<file path="src/sv/sclt_pkg.sv">
package sclt_pkg;

  localparam int MAX_PARAMS    = 4;
  localparam int MAX_LINE      = 256;
  localparam int POS_W         = $clog2(MAX_LINE);
  localparam int PCNT_W        = 3;
  localparam int PIDX_W        = 2;
  localparam int CALL_MAX_ARGS = 4;
  localparam int FIFO_DEPTH    = 4;
  localparam int FIFO_PTR_W    = $clog2(FIFO_DEPTH);
  localparam int FIFO_CNT_W    = $clog2(FIFO_DEPTH + 1);

  typedef enum logic [1:0] {
    KIND_PARAM  = 2'd0,
    KIND_ACCEPT = 2'd1,
    KIND_REJECT = 2'd2
  } kind_e;

  typedef enum logic [2:0] {
    CMD_CALL  = 3'd0,
    CMD_GET   = 3'd1,
    CMD_SET   = 3'd2,
    CMD_READ  = 3'd3,
    CMD_WRITE = 3'd4,
    CMD_LF    = 3'd5,
    CMD_LV    = 3'd6
  } cmd_e;

  typedef enum logic [2:0] {
    RSN_NONE        = 3'd0,
    RSN_ILLEGAL     = 3'd1,
    RSN_EMPTY_NAME  = 3'd2,
    RSN_EMPTY_PARAM = 3'd3,
    RSN_TOO_MANY    = 3'd4,
    RSN_WRONG_COUNT = 3'd5,
    RSN_STRING      = 3'd6,
    RSN_TOO_LONG    = 3'd7
  } reason_e;

  // Second (or only) result of a character's transaction group
  typedef enum logic [1:0] {
    TAIL_NONE   = 2'd0,
    TAIL_FINISH = 2'd1,
    TAIL_REJECT = 2'd2
  } tail_e;

  // One queued character's worth of results
  typedef struct packed {
    logic              has_param;
    tail_e             tail;
    reason_e           reason;
    logic [PIDX_W-1:0] pidx;
    logic [POS_W-1:0]  pstart;
    logic [POS_W-1:0]  pend;
    logic              pstr;
    cmd_e              ctype;
    logic [PCNT_W-1:0] pcount;
    logic              mark0;
    logic              mark1;
    logic [POS_W-1:0]  name_end;
  } entry_t;

endpackage

</file>
<file path="src/sv/shell_command_line_tokenizer.sv">
// The first result of a character is registered in the queue and offered from its head.
// Throughput: one character per cycle while in_stall_o is low; a character with two
// results holds the output for both, and a four-entry queue between decoder and
// formatter absorbs it. in_stall_o rises only while that queue is full.
// Reset (rst_ni, asynchronous, active low) idles the tokenizer and empties the queue;
// stored name characters are not cleared.
module shell_command_line_tokenizer
  import sclt_pkg::*;
(
  input  logic              clk_i,
  input  logic              rst_ni,
  input  logic              in_valid_i,
  output logic              in_stall_o,
  input  logic [7:0]        ch_i,
  input  logic              first_i,
  output logic              out_valid_o,
  input  logic              out_stall_i,
  output logic [1:0]        kind_o,
  output logic              is_last_o,
  output logic [PIDX_W-1:0] param_index_o,
  output logic [POS_W-1:0]  param_start_o,
  output logic [POS_W-1:0]  param_end_o,
  output logic              param_is_string_o,
  output logic [2:0]        command_type_o,
  output logic [PCNT_W-1:0] param_count_o,
  output logic [POS_W-1:0]  name_end_o,
  output logic [2:0]        reject_reason_o
);

  logic   accept;
  logic   push;
  logic   pop;
  logic   full;
  logic   empty;
  entry_t entry;
  entry_t head;

  assign in_stall_o = full;
  assign accept     = in_valid_i && !full;

  sclt_front u_front (
    .clk_i    (clk_i),
    .rst_ni   (rst_ni),
    .accept_i (accept),
    .ch_i     (ch_i),
    .first_i  (first_i),
    .push_o   (push),
    .entry_o  (entry)
  );

  sclt_fifo u_fifo (
    .clk_i   (clk_i),
    .rst_ni  (rst_ni),
    .push_i  (push),
    .entry_i (entry),
    .pop_i   (pop),
    .full_o  (full),
    .empty_o (empty),
    .head_o  (head)
  );

  sclt_back u_back (
    .clk_i             (clk_i),
    .rst_ni            (rst_ni),
    .empty_i           (empty),
    .head_i            (head),
    .pop_o             (pop),
    .out_valid_o       (out_valid_o),
    .out_stall_i       (out_stall_i),
    .kind_o            (kind_o),
    .is_last_o         (is_last_o),
    .param_index_o     (param_index_o),
    .param_start_o     (param_start_o),
    .param_end_o       (param_end_o),
    .param_is_string_o (param_is_string_o),
    .command_type_o    (command_type_o),
    .param_count_o     (param_count_o),
    .name_end_o        (name_end_o),
    .reject_reason_o   (reject_reason_o)
  );

endmodule

</file>
<file path="src/sv/sclt_front.sv">
module sclt_front
  import sclt_pkg::*;
(
  input  logic       clk_i,
  input  logic       rst_ni,
  input  logic       accept_i,
  input  logic [7:0] ch_i,
  input  logic       first_i,
  output logic       push_o,
  output entry_t     entry_o
);

  localparam logic [7:0] CH_MIN    = 8'd33;
  localparam logic [7:0] CH_MAX    = 8'd126;
  localparam logic [7:0] CH_LPAREN = 8'h28;
  localparam logic [7:0] CH_RPAREN = 8'h29;
  localparam logic [7:0] CH_COMMA  = 8'h2C;
  localparam logic [7:0] CH_QUOTE  = 8'h22;
  localparam int         NAME_KEEP = 5;
  localparam logic [2:0] NAME_SAT  = 3'd6;

  typedef enum logic [1:0] {
    PH_IDLE   = 2'd0,
    PH_NAME   = 2'd1,
    PH_PARAMS = 2'd2
  } phase_e;

  phase_e                phase_q, phase_d;
  logic [POS_W-1:0]      pos_q, pos_d;
  logic [2:0]            name_len_q, name_len_d;
  logic [POS_W-1:0]      pbeg_q, pbeg_d;
  logic [PCNT_W-1:0]     ptot_q, ptot_d;
  logic [MAX_PARAMS-1:0] marks_q, marks_d;
  logic [7:0]            prev_q;
  logic [POS_W-1:0]      name_last_q, name_last_d;
  logic [7:0]            name_q [NAME_KEEP];

  // Values seen by this character, after a new command start
  phase_e                phase_c;
  logic [POS_W-1:0]      pos_c;
  logic [2:0]            name_len_c;
  logic [PCNT_W-1:0]     ptot_c;
  logic [MAX_PARAMS-1:0] marks_c;
  logic [7:0]            prev_c;
  logic                  active;
  logic                  name_we;
  logic                  quoted;
  cmd_e                  ctype;
  entry_t                ent;

  assign active     = first_i || (phase_q != PH_IDLE);
  assign phase_c    = first_i ? PH_NAME : phase_q;
  assign pos_c      = first_i ? '0 : pos_q;
  assign name_len_c = first_i ? '0 : name_len_q;
  assign ptot_c     = first_i ? '0 : ptot_q;
  assign marks_c    = first_i ? '0 : marks_q;
  assign prev_c     = first_i ? '0 : prev_q;
  assign quoted     = (prev_c == CH_QUOTE);

  // Classify the stored call name
  always_comb begin
    ctype = CMD_CALL;
    if (name_len_q == 3'd2 && name_q[0] == "l" && name_q[1] == "f") begin
      ctype = CMD_LF;
    end else if (name_len_q == 3'd2 && name_q[0] == "l" && name_q[1] == "v") begin
      ctype = CMD_LV;
    end else if (name_len_q == 3'd3 && name_q[0] == "g" && name_q[1] == "e"
                 && name_q[2] == "t") begin
      ctype = CMD_GET;
    end else if (name_len_q == 3'd3 && name_q[0] == "s" && name_q[1] == "e"
                 && name_q[2] == "t") begin
      ctype = CMD_SET;
    end else if (name_len_q == 3'd4 && name_q[0] == "r" && name_q[1] == "e"
                 && name_q[2] == "a" && name_q[3] == "d") begin
      ctype = CMD_READ;
    end else if (name_len_q == 3'd5 && name_q[0] == "w" && name_q[1] == "r"
                 && name_q[2] == "i" && name_q[3] == "t" && name_q[4] == "e") begin
      ctype = CMD_WRITE;
    end
  end

  // Decode one character and compute next state
  always_comb begin
    ent          = '0;
    ent.tail     = TAIL_NONE;
    ent.reason   = RSN_NONE;
    ent.ctype    = ctype;
    ent.name_end = name_last_q;
    phase_d      = phase_c;
    pos_d        = pos_c;
    name_len_d   = name_len_c;
    pbeg_d       = pbeg_q;
    ptot_d       = ptot_c;
    marks_d      = marks_c;
    name_last_d  = name_last_q;
    name_we      = 1'b0;

    if (ch_i < CH_MIN || ch_i > CH_MAX) begin
      ent.tail   = TAIL_REJECT;
      ent.reason = RSN_ILLEGAL;
    end else if (phase_c == PH_NAME) begin
      if (ch_i == CH_LPAREN) begin
        if (pos_c == '0) begin
          ent.tail   = TAIL_REJECT;
          ent.reason = RSN_EMPTY_NAME;
        end else begin
          name_last_d = pos_c - POS_W'(1);
          pbeg_d      = pos_c + POS_W'(1);
          phase_d     = PH_PARAMS;
        end
      end else begin
        name_we = (name_len_c < 3'(NAME_KEEP));
        if (name_len_c < NAME_SAT) name_len_d = name_len_c + 3'd1;
      end
    end else if (ch_i == CH_COMMA || ch_i == CH_RPAREN) begin
      priority if (ch_i == CH_RPAREN && ptot_c == '0 && pos_c == pbeg_q) begin
        ent.tail = TAIL_FINISH;
      end else if (pos_c == pbeg_q) begin
        ent.tail   = TAIL_REJECT;
        ent.reason = RSN_EMPTY_PARAM;
      end else if (ptot_c >= PCNT_W'(MAX_PARAMS)) begin
        ent.tail   = TAIL_REJECT;
        ent.reason = RSN_TOO_MANY;
      end else begin
        ent.has_param = 1'b1;
        ent.pidx      = ptot_c[PIDX_W-1:0];
        ent.pstart    = quoted ? pbeg_q + POS_W'(1) : pbeg_q;
        ent.pend      = quoted ? pos_c - POS_W'(2) : pos_c - POS_W'(1);
        ent.pstr      = quoted;
        if (quoted) marks_d[ptot_c[PIDX_W-1:0]] = 1'b1;
        ptot_d = ptot_c + PCNT_W'(1);
        if (ch_i == CH_COMMA) begin
          pbeg_d = pos_c + POS_W'(1);
        end else begin
          ent.tail = TAIL_FINISH;
        end
      end
    end

    ent.pcount = ptot_d;
    ent.mark0  = marks_d[0];
    ent.mark1  = marks_d[1];

    // End of line without a closing parenthesis
    if (ent.tail == TAIL_NONE) begin
      if (pos_c >= POS_W'(MAX_LINE - 1)) begin
        ent.tail   = TAIL_REJECT;
        ent.reason = RSN_TOO_LONG;
      end else begin
        pos_d = pos_c + POS_W'(1);
      end
    end
    if (ent.tail != TAIL_NONE) phase_d = PH_IDLE;
  end

  assign push_o  = accept_i && active && (ent.has_param || ent.tail != TAIL_NONE);
  assign entry_o = ent;

  // Hold control state; advance on each accepted character of a live command
  always_ff @(posedge clk_i or negedge rst_ni) begin
    if (!rst_ni) begin
      phase_q     <= PH_IDLE;
      pos_q       <= '0;
      name_len_q  <= '0;
      pbeg_q      <= '0;
      ptot_q      <= '0;
      marks_q     <= '0;
      prev_q      <= '0;
      name_last_q <= '0;
    end else if (accept_i && active) begin
      phase_q     <= phase_d;
      pos_q       <= pos_d;
      name_len_q  <= name_len_d;
      pbeg_q      <= pbeg_d;
      ptot_q      <= ptot_d;
      marks_q     <= marks_d;
      prev_q      <= ch_i;
      name_last_q <= name_last_d;
    end
  end

  // Keep the first name characters
  always_ff @(posedge clk_i) begin
    if (accept_i && name_we) begin
      name_q[name_len_c] <= ch_i;
    end
  end

  a_param_count_bound: assert property (@(posedge clk_i) disable iff (!rst_ni)
    ptot_q <= PCNT_W'(MAX_PARAMS))
    else $error("parameter count above limit");

endmodule

</file>
<file path="src/sv/sclt_fifo.sv">
module sclt_fifo
  import sclt_pkg::*;
(
  input  logic   clk_i,
  input  logic   rst_ni,
  input  logic   push_i,
  input  entry_t entry_i,
  input  logic   pop_i,
  output logic   full_o,
  output logic   empty_o,
  output entry_t head_o
);

  entry_t                mem_q [FIFO_DEPTH];
  logic [FIFO_PTR_W-1:0] wr_ptr_q;
  logic [FIFO_PTR_W-1:0] rd_ptr_q;
  logic [FIFO_CNT_W-1:0] cnt_q;

  assign full_o  = (cnt_q == FIFO_CNT_W'(FIFO_DEPTH));
  assign empty_o = (cnt_q == '0);
  assign head_o  = mem_q[rd_ptr_q];

  // Advance pointers and occupancy
  always_ff @(posedge clk_i or negedge rst_ni) begin
    if (!rst_ni) begin
      wr_ptr_q <= '0;
      rd_ptr_q <= '0;
      cnt_q    <= '0;
    end else begin
      if (push_i) wr_ptr_q <= wr_ptr_q + FIFO_PTR_W'(1);
      if (pop_i)  rd_ptr_q <= rd_ptr_q + FIFO_PTR_W'(1);
      unique case ({push_i, pop_i})
        2'b10:   cnt_q <= cnt_q + FIFO_CNT_W'(1);
        2'b01:   cnt_q <= cnt_q - FIFO_CNT_W'(1);
        default: cnt_q <= cnt_q;
      endcase
    end
  end

  // Store entries
  always_ff @(posedge clk_i) begin
    if (push_i) mem_q[wr_ptr_q] <= entry_i;
  end

  a_no_overflow: assert property (@(posedge clk_i) disable iff (!rst_ni)
    full_o |-> !(push_i && !pop_i))
    else $error("queue overflow");

endmodule

</file>
<file path="src/sv/sclt_back.sv">
module sclt_back
  import sclt_pkg::*;
(
  input  logic              clk_i,
  input  logic              rst_ni,
  input  logic              empty_i,
  input  entry_t            head_i,
  output logic              pop_o,
  output logic              out_valid_o,
  input  logic              out_stall_i,
  output logic [1:0]        kind_o,
  output logic              is_last_o,
  output logic [PIDX_W-1:0] param_index_o,
  output logic [POS_W-1:0]  param_start_o,
  output logic [POS_W-1:0]  param_end_o,
  output logic              param_is_string_o,
  output logic [2:0]        command_type_o,
  output logic [PCNT_W-1:0] param_count_o,
  output logic [POS_W-1:0]  name_end_o,
  output logic [2:0]        reject_reason_o
);

  logic    beat_q;
  logic    show_param;
  logic    xfer;
  reason_e chk_reason;

  // Apply the command type's count and string checks
  always_comb begin
    chk_reason = RSN_NONE;
    unique case (head_i.ctype)
      CMD_CALL: begin
        if (head_i.pcount > PCNT_W'(CALL_MAX_ARGS)) chk_reason = RSN_TOO_MANY;
      end
      CMD_GET, CMD_READ: begin
        if (head_i.pcount != PCNT_W'(1)) chk_reason = RSN_WRONG_COUNT;
        else if (head_i.mark0)           chk_reason = RSN_STRING;
      end
      CMD_SET: begin
        if (head_i.pcount != PCNT_W'(2)) chk_reason = RSN_WRONG_COUNT;
        else if (head_i.mark1)           chk_reason = RSN_STRING;
      end
      CMD_WRITE: begin
        if (head_i.pcount != PCNT_W'(2))       chk_reason = RSN_WRONG_COUNT;
        else if (head_i.mark0 || head_i.mark1) chk_reason = RSN_STRING;
      end
      default: chk_reason = RSN_NONE;
    endcase
  end

  assign show_param = head_i.has_param && !beat_q;

  // Format the current result transaction
  always_comb begin
    kind_o            = KIND_PARAM;
    is_last_o         = 1'b1;
    param_index_o     = '0;
    param_start_o     = '0;
    param_end_o       = '0;
    param_is_string_o = 1'b0;
    command_type_o    = CMD_CALL;
    param_count_o     = '0;
    name_end_o        = '0;
    reject_reason_o   = RSN_NONE;
    if (show_param) begin
      is_last_o         = (head_i.tail == TAIL_NONE);
      param_index_o     = head_i.pidx;
      param_start_o     = head_i.pstart;
      param_end_o       = head_i.pend;
      param_is_string_o = head_i.pstr;
    end else if (head_i.tail == TAIL_FINISH) begin
      kind_o          = (chk_reason == RSN_NONE) ? KIND_ACCEPT : KIND_REJECT;
      command_type_o  = head_i.ctype;
      param_count_o   = head_i.pcount;
      name_end_o      = head_i.name_end;
      reject_reason_o = chk_reason;
    end else begin
      kind_o          = KIND_REJECT;
      reject_reason_o = head_i.reason;
    end
  end

  assign out_valid_o = !empty_i;
  assign xfer        = out_valid_o && !out_stall_i;
  assign pop_o       = xfer && is_last_o;

  // Step through the results of the head entry
  always_ff @(posedge clk_i or negedge rst_ni) begin
    if (!rst_ni) begin
      beat_q <= 1'b0;
    end else if (xfer) begin
      beat_q <= !is_last_o;
    end
  end

  a_second_beat_follows: assert property (@(posedge clk_i) disable iff (!rst_ni)
    (xfer && !is_last_o) |=> (out_valid_o && beat_q))
    else $error("second result of a character lost");

  a_beat_has_pair: assert property (@(posedge clk_i) disable iff (!rst_ni)
    beat_q |-> (out_valid_o && head_i.has_param && head_i.tail != TAIL_NONE))
    else $error("second beat on a single-result entry");

  a_reason_matches_kind: assert property (@(posedge clk_i) disable iff (!rst_ni)
    out_valid_o |-> ((kind_o == KIND_REJECT) == (reject_reason_o != RSN_NONE)))
    else $error("reject reason disagrees with result kind");

endmodule

</file>
<file path="config.mk">
export PLATFORM = sky130hd
export DESIGN_NAME = shell_command_line_tokenizer
export DESIGN_NICKNAME = d
export VERILOG_FILES = /design/src/sv/sclt_pkg.sv /design/src/sv/shell_command_line_tokenizer.sv /design/src/sv/sclt_front.sv /design/src/sv/sclt_fifo.sv /design/src/sv/sclt_back.sv
export SDC_FILE = /design/constraint.sdc
export NUM_CORES = 1
export LEC_CHECK = 0
export BUFFER_PORTS_ARGS = -buffer_cell sky130_fd_sc_hd__buf_4
export CAP_MARGIN = 30
export CORE_MARGIN = 2
export CORE_UTILIZATION = 40
export CTS_BUF_LIST = sky130_fd_sc_hd__clkbuf_8 sky130_fd_sc_hd__clkbuf_16
export DETAILED_ROUTE_END_ITERATION = 8
export GPL_ROUTABILITY_DRIVEN = 0
export PLACE_DENSITY_LB_ADDON = 0.08
export SYNTH_ARGS = -nofsm -noshare
export SYNTH_HDL_FRONTEND = slang
export SYNTH_SLANG_ARGS = --single-unit
</file>
<file path="constraint.sdc">
create_clock -name clk_i -period 3.3 [get_ports clk_i]
set_input_delay 0.33 -clock clk_i [delete_from_list [all_inputs] [get_ports clk_i]]
set_output_delay 0.33 -clock clk_i [all_outputs]
set_load 0.005 [all_outputs]
</file>
==> results of run 1 <==
## registers in the layout, summed over array words and instances (netlist names)
register	count
u_front.name_last_q	8
u_front.name_q	40
u_fifo.cnt_q	3
u_front.phase_q	2
u_back.beat_q	1
u_front.pos_q	8
u_fifo.mem_q	164
u_fifo.wr_ptr_q	2
u_front.prev_q	8
u_front.marks_q	2
u_front.name_len_q	3
u_fifo.rd_ptr_q	2
u_front.ptot_q	3
u_front.pbeg_q	8
## cells in the final DEF (no fill, tap or decap), types with 9 or more instances in the layout
cell,count
nand3_1,16
dfrtp_1,48
xnor2_1,17
nand2_1,68
ha_1,18
inv_1,35
nand3b_1,9
nor3_1,15
a21oi_1,19
mux2_2,10
clkbuf_16,28
buf_4,110
nor2_1,61
nor2b_1,31
edfxtp_1,204
xor2_1,13
mux4_2,41
and3_1,23
nor4_1,10
o21ai_0,28
## cell usage after synthesis, drive strengths merged (17+ instances only)
master / number / area, sq um
dfrtp: 50 / 1250
ha: 18 / 225
nor2: 62 / 233
xnor2: 17 / 149
edfxtp: 204 / 6130
mux4: 41 / 923
and3: 23 / 144
a21oi: 19 / 95.1
nor2b: 31 / 194
buf: 17 / 96.3
nand2: 68 / 255
inv: 34 / 128
clkbuf: 30 / 113
o21ai: 28 / 140
## layout make-up
type / instances / area (sq um) / area share [%]
Tap cell: 384 / 480 / 3.48
Sequential cell: 254 / 7380 / 53.4
Clock inverter: 22 / 225 / 1.63
Timing Repair Buffer: 121 / 1030 / 7.44
Multi-Input combinational cell: 492 / 3860 / 27.9
Inverter: 34 / 128 / 0.924
Clock buffer: 29 / 714 / 5.17
## metal layers
| metal | part of all wire [%] | track usage [%] |
|---|---|---|
| met1 | 46 | 26.5 |
| met4 | 2.1 | 4.38 |
| met3 | 4.6 | 2.49 |
| met5 | 0 | 0 |
| met2 | 47 | 29.4 |
## final timing paths
path                                         to  slack (ns)  cells after the start
setup / recovery             reject_reason_o[2]        0.09                      8
hold / removal             u_front.name_q[2][4]        0.05                      1
setup reg to reg                u_fifo.cnt_q[2]        0.27                     13
hold reg to reg               u_front.prev_q[7]        0.48                      2
max in group asynchronous    u_fifo.rd_ptr_q[0]        2.38                      2
min in group asynchronous     u_front.pbeg_q[6]        0.37                      2
## report_power, final
group	internal, mW	switching (mW)	leakage, nW
Sequential	3.82	0.242	2.45
Combinational	1.57	1.54	2.13
Clock	1.88	1.23	0.462
Total	7.27	3.01	5.04
## through the flow
stage | instance area, sq um | hold slack [ns]
6_report | 13800 | 0.0492
5_1_grt | 13800 | 0.0321
4_1_cts | 13800 | 0.0273
3_5_place_dp | 12700 | 0.427
3_3_place_gp | 12700 | 0.423
2_1_floorplan | 11600 | 0.0344
## cell families after synthesis
family	Yosys count	synth area share, %
xor+xnor	30	2.28
compound gates	106	6.47
flops	254	63.9
mux	56	9.40
simple gates	281	12.9
buf+inv	81	2.91
fa+ha+maj	19	2.12
## repair_timing
item / in CTS / in global routing
hold endpoints to repair: 51 / 0
gates cloned: 1 / 0
hold buffers: 2 / 0
resized for setup: 3 / 3
buffers inserted: 2 / 6
pin swaps: 0 / 2
endpoints found under the setup margin: 5 / 3
## worst max-delay path: stages (launching register included)
cell	delay (ns)
dfrtp_4	0.53
buf_12	0.15
mux4_2	0.55
or3_1	0.42
a31oi_1	0.23
nor3_1	0.07
nor2_1	0.14
o21a_1	0.14
buf_4	0.10
==> results.json, run 1 <==
{
  "post-place-cells": 1274,
  "final_cells": 1336,
  "grt_max_degree": 51,
  "cp-start-kind": "register",
  "syn-num-nets": 859,
  "drv_slew": 0,
  "buffer_ports.inserted": 53,
  "critPathKind": "reg2out",
  "cap_violations": 0,
  "ir_drop_v": 0.000396,
  "fmax_mhz": 311,
  "cts-root-buf": "clkbuf_16",
  "synthCells": 827,
  "htreeDepth": 1,
  "clk_pin_slew_ns": 0.06,
  "ys_seq_area_share_pct": 63.9,
  "cts_made_buffers": 28,
  "clk_path_buf_depth": 3,
  "grt_usage_pct": 18.3,
  "yosys_warnings": 0,
  "antenna_cells": 0,
  "async_flop_share_pct": 19.7,
  "cp_max_fo": 8,
  "pin_count": 54,
  "grt_pass1_vias": 7272,
  "synth_seq_cells": 254,
  "netlist_area_sq_um": 11500,
  "fin_crit_ns": 3.21,
  "place_ws_ns": 0.187,
  "grt_pass1_wl_mm": 42.8,
  "initial_utilization_pct": 40.5,
  "hpwl_mm": 18.6,
  "gr-total-overflow": 0,
  "synthFlopType": "edfxtp_1",
  "leakagePower_nw": 5.04,
  "avgSynthCellArea_sq_um": 14.0,
  "setup_slack_ns": 0.0886,
  "synth-edff-count": 204,
  "clk_latency_ns": 0.54,
  "hold_class": "in2reg",
  "wl_per_cell_um": 20.4,
  "final.period_utilization_pct": 97.3,
  "drtIter0Drc": 501,
  "die_height_um": 174,
  "fp.coreArea_sq_um": 28500,
  "drive_above_1_share_pct": 25.1,
  "rows": 62,
  "yosys.cell_types.count": 71,
  "final_antenna_net_count": 0,
  "maxSlewHeadroom_pct": 51.5,
  "cp-end-kind": "output port",
  "drcViolationCount": 0,
  "antenna_found_initial": 0,
  "finalSetupViolCount": 0,
  "fp.dieW_um": 174,
  "clock-skew-final_ns": 0.0135,
  "worst_pin_slew_ns": 0.718,
  "p_per_area_nw_per_um2": 745,
  "vias": 7166,
  "critPathRequiredTime_ns": 2.97,
  "cts_tree": "done",
  "n_fill_cell": 2549,
  "hold_viol": 0,
  "viasPerCell": 5.36,
  "nets": 963,
  "arrival_ns": 2.88,
  "first_pass_iters": 5,
  "clock-sinks": 254,
  "hp-start": "ch_i[4]",
  "syn_to_final_growth_pct": 19.6,
  "total_power_mw": 10.3,
  "fin_util_pct": 48.4,
  "status": "complete, no violations",
  "timing.rr.start": "u_front.pos_q[1]",
  "die_area_sq_um": 30200,
  "tns_ns": 0,
  "crit_path_start": "u_fifo.rd_ptr_q[0]",
  "wl_mm": 27.3
}
No activity file was read; power rests on OpenSTA's default activity.
==> run 2: changes to the inputs <==
--- a/config.mk
+++ b/config.mk
@@ -12,7 +12,7 @@
 export CTS_BUF_LIST = sky130_fd_sc_hd__clkbuf_8 sky130_fd_sc_hd__clkbuf_16
 export DETAILED_ROUTE_END_ITERATION = 8
 export GPL_ROUTABILITY_DRIVEN = 0
-export PLACE_DENSITY_LB_ADDON = 0.08
+export PLACE_DENSITY = 0.6
 export SYNTH_ARGS = -nofsm -noshare
 export SYNTH_HDL_FRONTEND = slang
 export SYNTH_SLANG_ARGS = --single-unit
==> results.json, run 2 (same netlist as run 1, synthesis figures left out) <==
{
  "status": "complete, no violations",
  "clock-skew-final_ns": 0.0122,
  "top_register": "u_fifo.mem_q",
  "drcViolationCount": 0,
  "rows": 62,
  "pwr-share-comb_pct": 29.2,
  "vias": 6976,
  "largest_reg_flops": 164,
  "grt_pass1_wl_mm": 40.0,
  "nets": 961,
  "top_regs": "u_fifo.mem_q (164), u_front.name_q (40)",
  "drive_above_1_share_pct": 24.9,
  "post-place-cells": 1275,
  "drv_slew": 0,
  "fp.coreArea_sq_um": 28500,
  "total_power_mw": 10.1,
  "cts_tree": "done",
  "fp.dieW_um": 174,
  "p_int_mw": 7.19,
  "finalSetupViolCount": 0,
  "final.period_utilization_pct": 96.6,
  "first_pass_iters": 4,
  "critPathRequiredTime_ns": 2.97,
  "grt_max_degree": 51,
  "die_area_sq_um": 30200,
  "pin_count": 54,
  "cp-start-kind": "register",
  "drtIter0Drc": 582,
  "dpl-instance-area_sq_um": 12700,
  "switching_power_mw": 2.92,
  "htreeDepth": 1,
  "gr-total-overflow": 0,
  "viasPerCell": 5.23,
  "fin_util_pct": 48.2,
  "p_per_area_nw_per_um2": 734,
  "final_antenna_net_count": 0,
  "cp-end-kind": "output port",
  "wl_mm": 25.4,
  "layout_common_cells": "204 x edfxtp_1, 111 x buf_4, 68 x nand2_1, 61 x nor2_1, 48 x dfrtp_1",
  "whs_ns": 0.0377,
  "clock-sinks": 254,
  "cts_made_buffers": 27,
  "worst_pin_slew_ns": 0.810,
  "syn_to_final_growth_pct": 19.2,
  "maxSlewHeadroom_pct": 45.3,
  "p_seq_share_pct": 40.1,
  "clk_latency_ns": 0.55,
  "initial_utilization_pct": 40.5,
  "antenna_found_initial": 0,
  "final_cells": 1334,
  "hpwl_mm": 17.5,
  "grt_pass1_vias": 6997,
  "hold_viol": 0,
  "swShare_pct": 28.9,
  "fin_crit_ns": 3.19,
  "wl_per_cell_um": 19.1,
  "stdcell_area_sq_um": 13800,
  "arrival_ns": 2.86,
  "cp_max_fo": 6,
  "leakagePower_nw": 5.02,
  "buffer_ports.inserted": 53,
  "setup_slack_ns": 0.111,
  "clk_pin_slew_ns": 0.06,
  "n_fill_cell": 2517,
  "die_height_um": 174,
  "antenna_cells": 0,
  "place_ws_ns": 0.169,
  "fmax_mhz": 314,
  "cap_violations": 0,
  "hold_class": "in2reg",
  "pwr-share-clk_pct": 30.7,
  "layout_commonest_cell": "edfxtp_1",
  "grt_usage_pct": 16.8,
  "critPathKind": "reg2out",
  "clk_path_buf_depth": 3,
  "tns_ns": 0,
  "ir_drop_v": 0.000467,
  "cts-root-buf": "clkbuf_16"
}
run 2: repair_timing:
action | 4_1_cts | 5_1_grt
resized for setup | 1 | 6
pin swaps | 0 | 4
cloned | 0 | 0
setup buffers | 3 | 4
endpoints found under the hold margin | 51 | 0
hold buffers | 2 | 0
setup endpoints to repair | 2 | 1
run 2: final cells by class:
type	instances	area, sq um	share of cell area [%]
sequential	254	7380	53.6
multi-input combinational	492	3860	28.0
timing repair buffer	120	980	7.11
clock buffer	32	756	5.49
tap	384	480	3.49
clock inverter	18	180	1.31
inverter	34	128	0.927
run 2: power by group through the flow:
stage	Combinational [mW]	Sequential, mW	Clock [mW]
after detailed placement	2.87	4.14	0
final	2.95	4.06	3.11
after global placement	2.85	4.12	0
after CTS	2.94	4.05	3.18
after global routing	3.23	4.10	3.30
after floorplan	1.89	3.97	0
run 2: metal layers:
| metal | track usage (%) | share of wire [%] |
|---|---|---|
| met1 | 24.2 | 47 |
| met2 | 27.5 | 47 |
| met3 | 2.38 | 4.6 |
| met4 | 3.36 | 1.5 |
| met5 | 0 | 0 |
run 2: worst max-delay path, cell delays in order (launching register included):
cell and delay, ns:
dfrtp_4 0.50, buf_6 0.13, mux4_2 0.59, or3_1 0.40, a31oi_2 0.21, nor3_1 0.07, nor2_1 0.17, o21a_1 0.15
buf_4 0.10
run 2: path summary, 6_finish.rpt:
path                                        end  depth (start not counted)  slack [ns]                from
setup reg to reg                u_fifo.cnt_q[2]                         13        0.22    u_front.pos_q[6]
setup / recovery             reject_reason_o[2]                          8        0.11  u_fifo.rd_ptr_q[0]
hold / removal             u_front.name_q[3][1]                          1        0.04             ch_i[1]
min in group asynchronous     u_front.prev_q[6]                          2        0.36              rst_ni
max in group asynchronous    u_fifo.rd_ptr_q[0]                          2        2.38              rst_ni
hold reg to reg               u_front.prev_q[5]                          2        0.47   u_front.prev_q[5]
==> run 3: changes to the inputs <==
--- a/config.mk
+++ b/config.mk
@@ -12,7 +12,7 @@
 export CTS_BUF_LIST = sky130_fd_sc_hd__clkbuf_8 sky130_fd_sc_hd__clkbuf_16
 export DETAILED_ROUTE_END_ITERATION = 8
 export GPL_ROUTABILITY_DRIVEN = 0
-export PLACE_DENSITY = 0.6
+export PLACE_DENSITY = 0.58
 export SYNTH_ARGS = -nofsm -noshare
 export SYNTH_HDL_FRONTEND = slang
 export SYNTH_SLANG_ARGS = --single-unit
==> constraint.sdc (replaced) <==
create_clock -name clk_i -period 3.4 [get_ports clk_i]
set_input_delay 0.34 -clock clk_i [delete_from_list [all_inputs] [get_ports clk_i]]
set_output_delay 0.34 -clock clk_i [all_outputs]
set_load 0.005 [all_outputs]
==> results.json, run 3 (same netlist as run 1, synthesis figures left out) <==
{
  "hold_class": "in2reg",
  "total_power_mw": 9.81,
  "vias": 7105,
  "layout_commonest_cell": "edfxtp_1",
  "critical_path.most_common_cell": "buf_4",
  "finalSetupViolCount": 0,
  "n_fill_cell": 2529,
  "antenna_found_initial": 0,
  "pwr-share-clk_pct": 30.4,
  "leakagePower_nw": 4.98,
  "final.period_utilization_pct": 96.6,
  "p_per_area_nw_per_um2": 716,
  "final_antenna_net_count": 0,
  "timing.reg2reg.setup_slack_ns": 0.37,
  "cts-root-buf": "clkbuf_16",
  "fp.dieW_um": 174,
  "fin_util_pct": 48.0,
  "cp_top_family": "simple AND/OR/NAND/NOR gates",
  "path_buf_inv": 2,
  "largest_reg_flops": 164,
  "clk_pin_slew_ns": 0.06,
  "clk_path_buf_depth": 3,
  "cp_cell_sequence": "buf_4, mux4_2, or3_1, a31oi_2, nor3_1, nor2_1, o21a_1, buf_4",
  "pwr-share-comb_pct": 29.7,
  "ir_drop_v": 0.000424,
  "multiInputGateArea_sq_um": 3860,
  "nets": 958,
  "gr-total-overflow": 0,
  "cp-start-kind": "register",
  "cts_tree": "done",
  "cp-end-kind": "output port",
  "first_pass_iters": 5,
  "htreeDepth": 1,
  "drv_slew": 0,
  "critPathSlowestCell": "mux4_2",
  "reg2reg_depth": 13,
  "drive_above_1_share_pct": 24.6,
  "viasPerCell": 5.34,
  "r2r-end": "u_fifo.cnt_q[2]",
  "pin_count": 54,
  "cp_max_fo": 7,
  "critPathRequiredTime_ns": 3.06,
  "grt_pass1_vias": 7066,
  "hp-start": "ch_i[3]",
  "wl_mm": 26.0,
  "maxSlewHeadroom_pct": 40.9,
  "drcViolationCount": 0,
  "die_height_um": 174,
  "clock-sinks": 254,
  "fmax_mhz": 305,
  "tns_ns": 0,
  "swShare_pct": 29.5,
  "hpwl_mm": 17.7,
  "cap_violations": 0,
  "antenna_cells": 0,
  "hold_viol": 0,
  "grt_pass1_wl_mm": 41.5,
  "drtIter0Drc": 571,
  "top_regs": "u_fifo.mem_q (164), u_front.name_q (40)",
  "grt_usage_pct": 17.4,
  "cpPeakStageDelay_ns": 0.59,
  "grt_max_degree": 51,
  "clk_latency_ns": 0.55,
  "fp.coreArea_sq_um": 28500,
  "fin_crit_ns": 3.28,
  "rows": 62,
  "timing.rr.start": "u_front.pos_q[0]",
  "wl_per_cell_um": 19.5,
  "p_int_mw": 6.92,
  "holdPathEnd": "u_front.name_q[4][3]",
  "switching_power_mw": 2.89,
  "syn_to_final_growth_pct": 18.7,
  "status": "complete, no violations",
  "clock-skew-final_ns": 0.0243,
  "arrival_ns": 2.94,
  "p_seq_share_pct": 40.0,
  "initial_utilization_pct": 40.5,
  "cts_made_buffers": 27,
  "min_path_cells": 1,
  "worst_pin_slew_ns": 0.884,
  "critPathKind": "reg2out",
  "die_area_sq_um": 30200,
  "layout_common_cells": "204 x edfxtp_1, 109 x buf_4, 68 x nand2_1, 61 x nor2_1, 48 x dfrtp_1",
  "seqCellArea_sq_um": 7380,
  "top_register": "u_fifo.mem_q",
  "buffer_ports.inserted": 53
}
run 3: changes by cell type in the layout (fill, tap and decap cells not counted), moves of 2 or more:
cell / previous run / this run
clkbuf_8: 4 / 0
inv_1: 39 / 37
dfrtp_4: 2 / 0
dfrtp_2: 0 / 2
clkinv_1: 3 / 6
buf_4: 111 / 109
run 3: how the worst max path moves through the flow:
stage                       start                 end  slack, ns  depth (start not counted)
6_report       u_fifo.rd_ptr_q[0]  reject_reason_o[2]       0.12                          8
5_1_grt        u_fifo.rd_ptr_q[0]  reject_reason_o[2]     -0.006                          9
4_1_cts        u_fifo.rd_ptr_q[0]           kind_o[0]       0.05                          7
3_5_place_dp              ch_i[6]     u_fifo.cnt_q[2]       0.25                         14
3_3_place_gp              ch_i[5]     u_fifo.cnt_q[2]       0.28                         14
2_1_floorplan             first_i     u_fifo.cnt_q[2]      0.007                         18
run 3: per-layer routing:
layer  share of wire, %  global-route usage [%]
met1                 46                    25.3
met2                 47                    28.0
met3                4.4                    2.38
met4                2.3                    4.13
met5                  0                       0
run 3: timing repair:
item	CTS	global route
setup endpoints to repair	2	3
pin swaps	0	1
buffers inserted	0	7
gates resized for setup	2	3
hold endpoints to repair	51	0
hold buffers	2	0
run 3: cell type report:
class | count | area share [%]
well taps | 384 | 3.51
flip-flops and latches | 254 | 53.8
clock inverters | 23 | 1.72
clock buffers | 27 | 4.93
repair buffers | 117 | 6.89
inverters | 34 | 0.931
multi-input cells | 492 | 28.2
run 3: worst reg2reg max path, delay by kind of cell, from the launching register on:
kind                     cells  cell delay [ns]
AO/OA/AOI/OAI                4             0.90
adder cells (fa/ha/maj)      2             0.61
AND/OR/NAND/NOR              3             0.54
flip-flops                   1             0.49
XOR/XNOR                     2             0.27
buffers and inverters        2             0.15
run 3: stage by stage:
step                hold slack (ns)  std cells  cell area, sq um  worst slack, ns
floorplan                    0.0444        827             11600          0.00691
global placement              0.431       1272             12700            0.275
detailed placement            0.434       1272             12700            0.252
CTS                          0.0294       1324             13600           0.0483
global route                 0.0392       1331             13700         -0.00637
finish                       0.0570       1331             13700            0.117
run 3: power groups by stage:
stage	logic, mW	clock network (mW)	registers, mW
2_1_floorplan	1.83	0	3.85
3_3_place_gp	2.84	0	3.99
3_5_place_dp	2.85	0	3.99
4_1_cts	2.87	3.05	3.93
5_1_grt	3.21	3.16	3.96
6_report	2.91	2.98	3.92
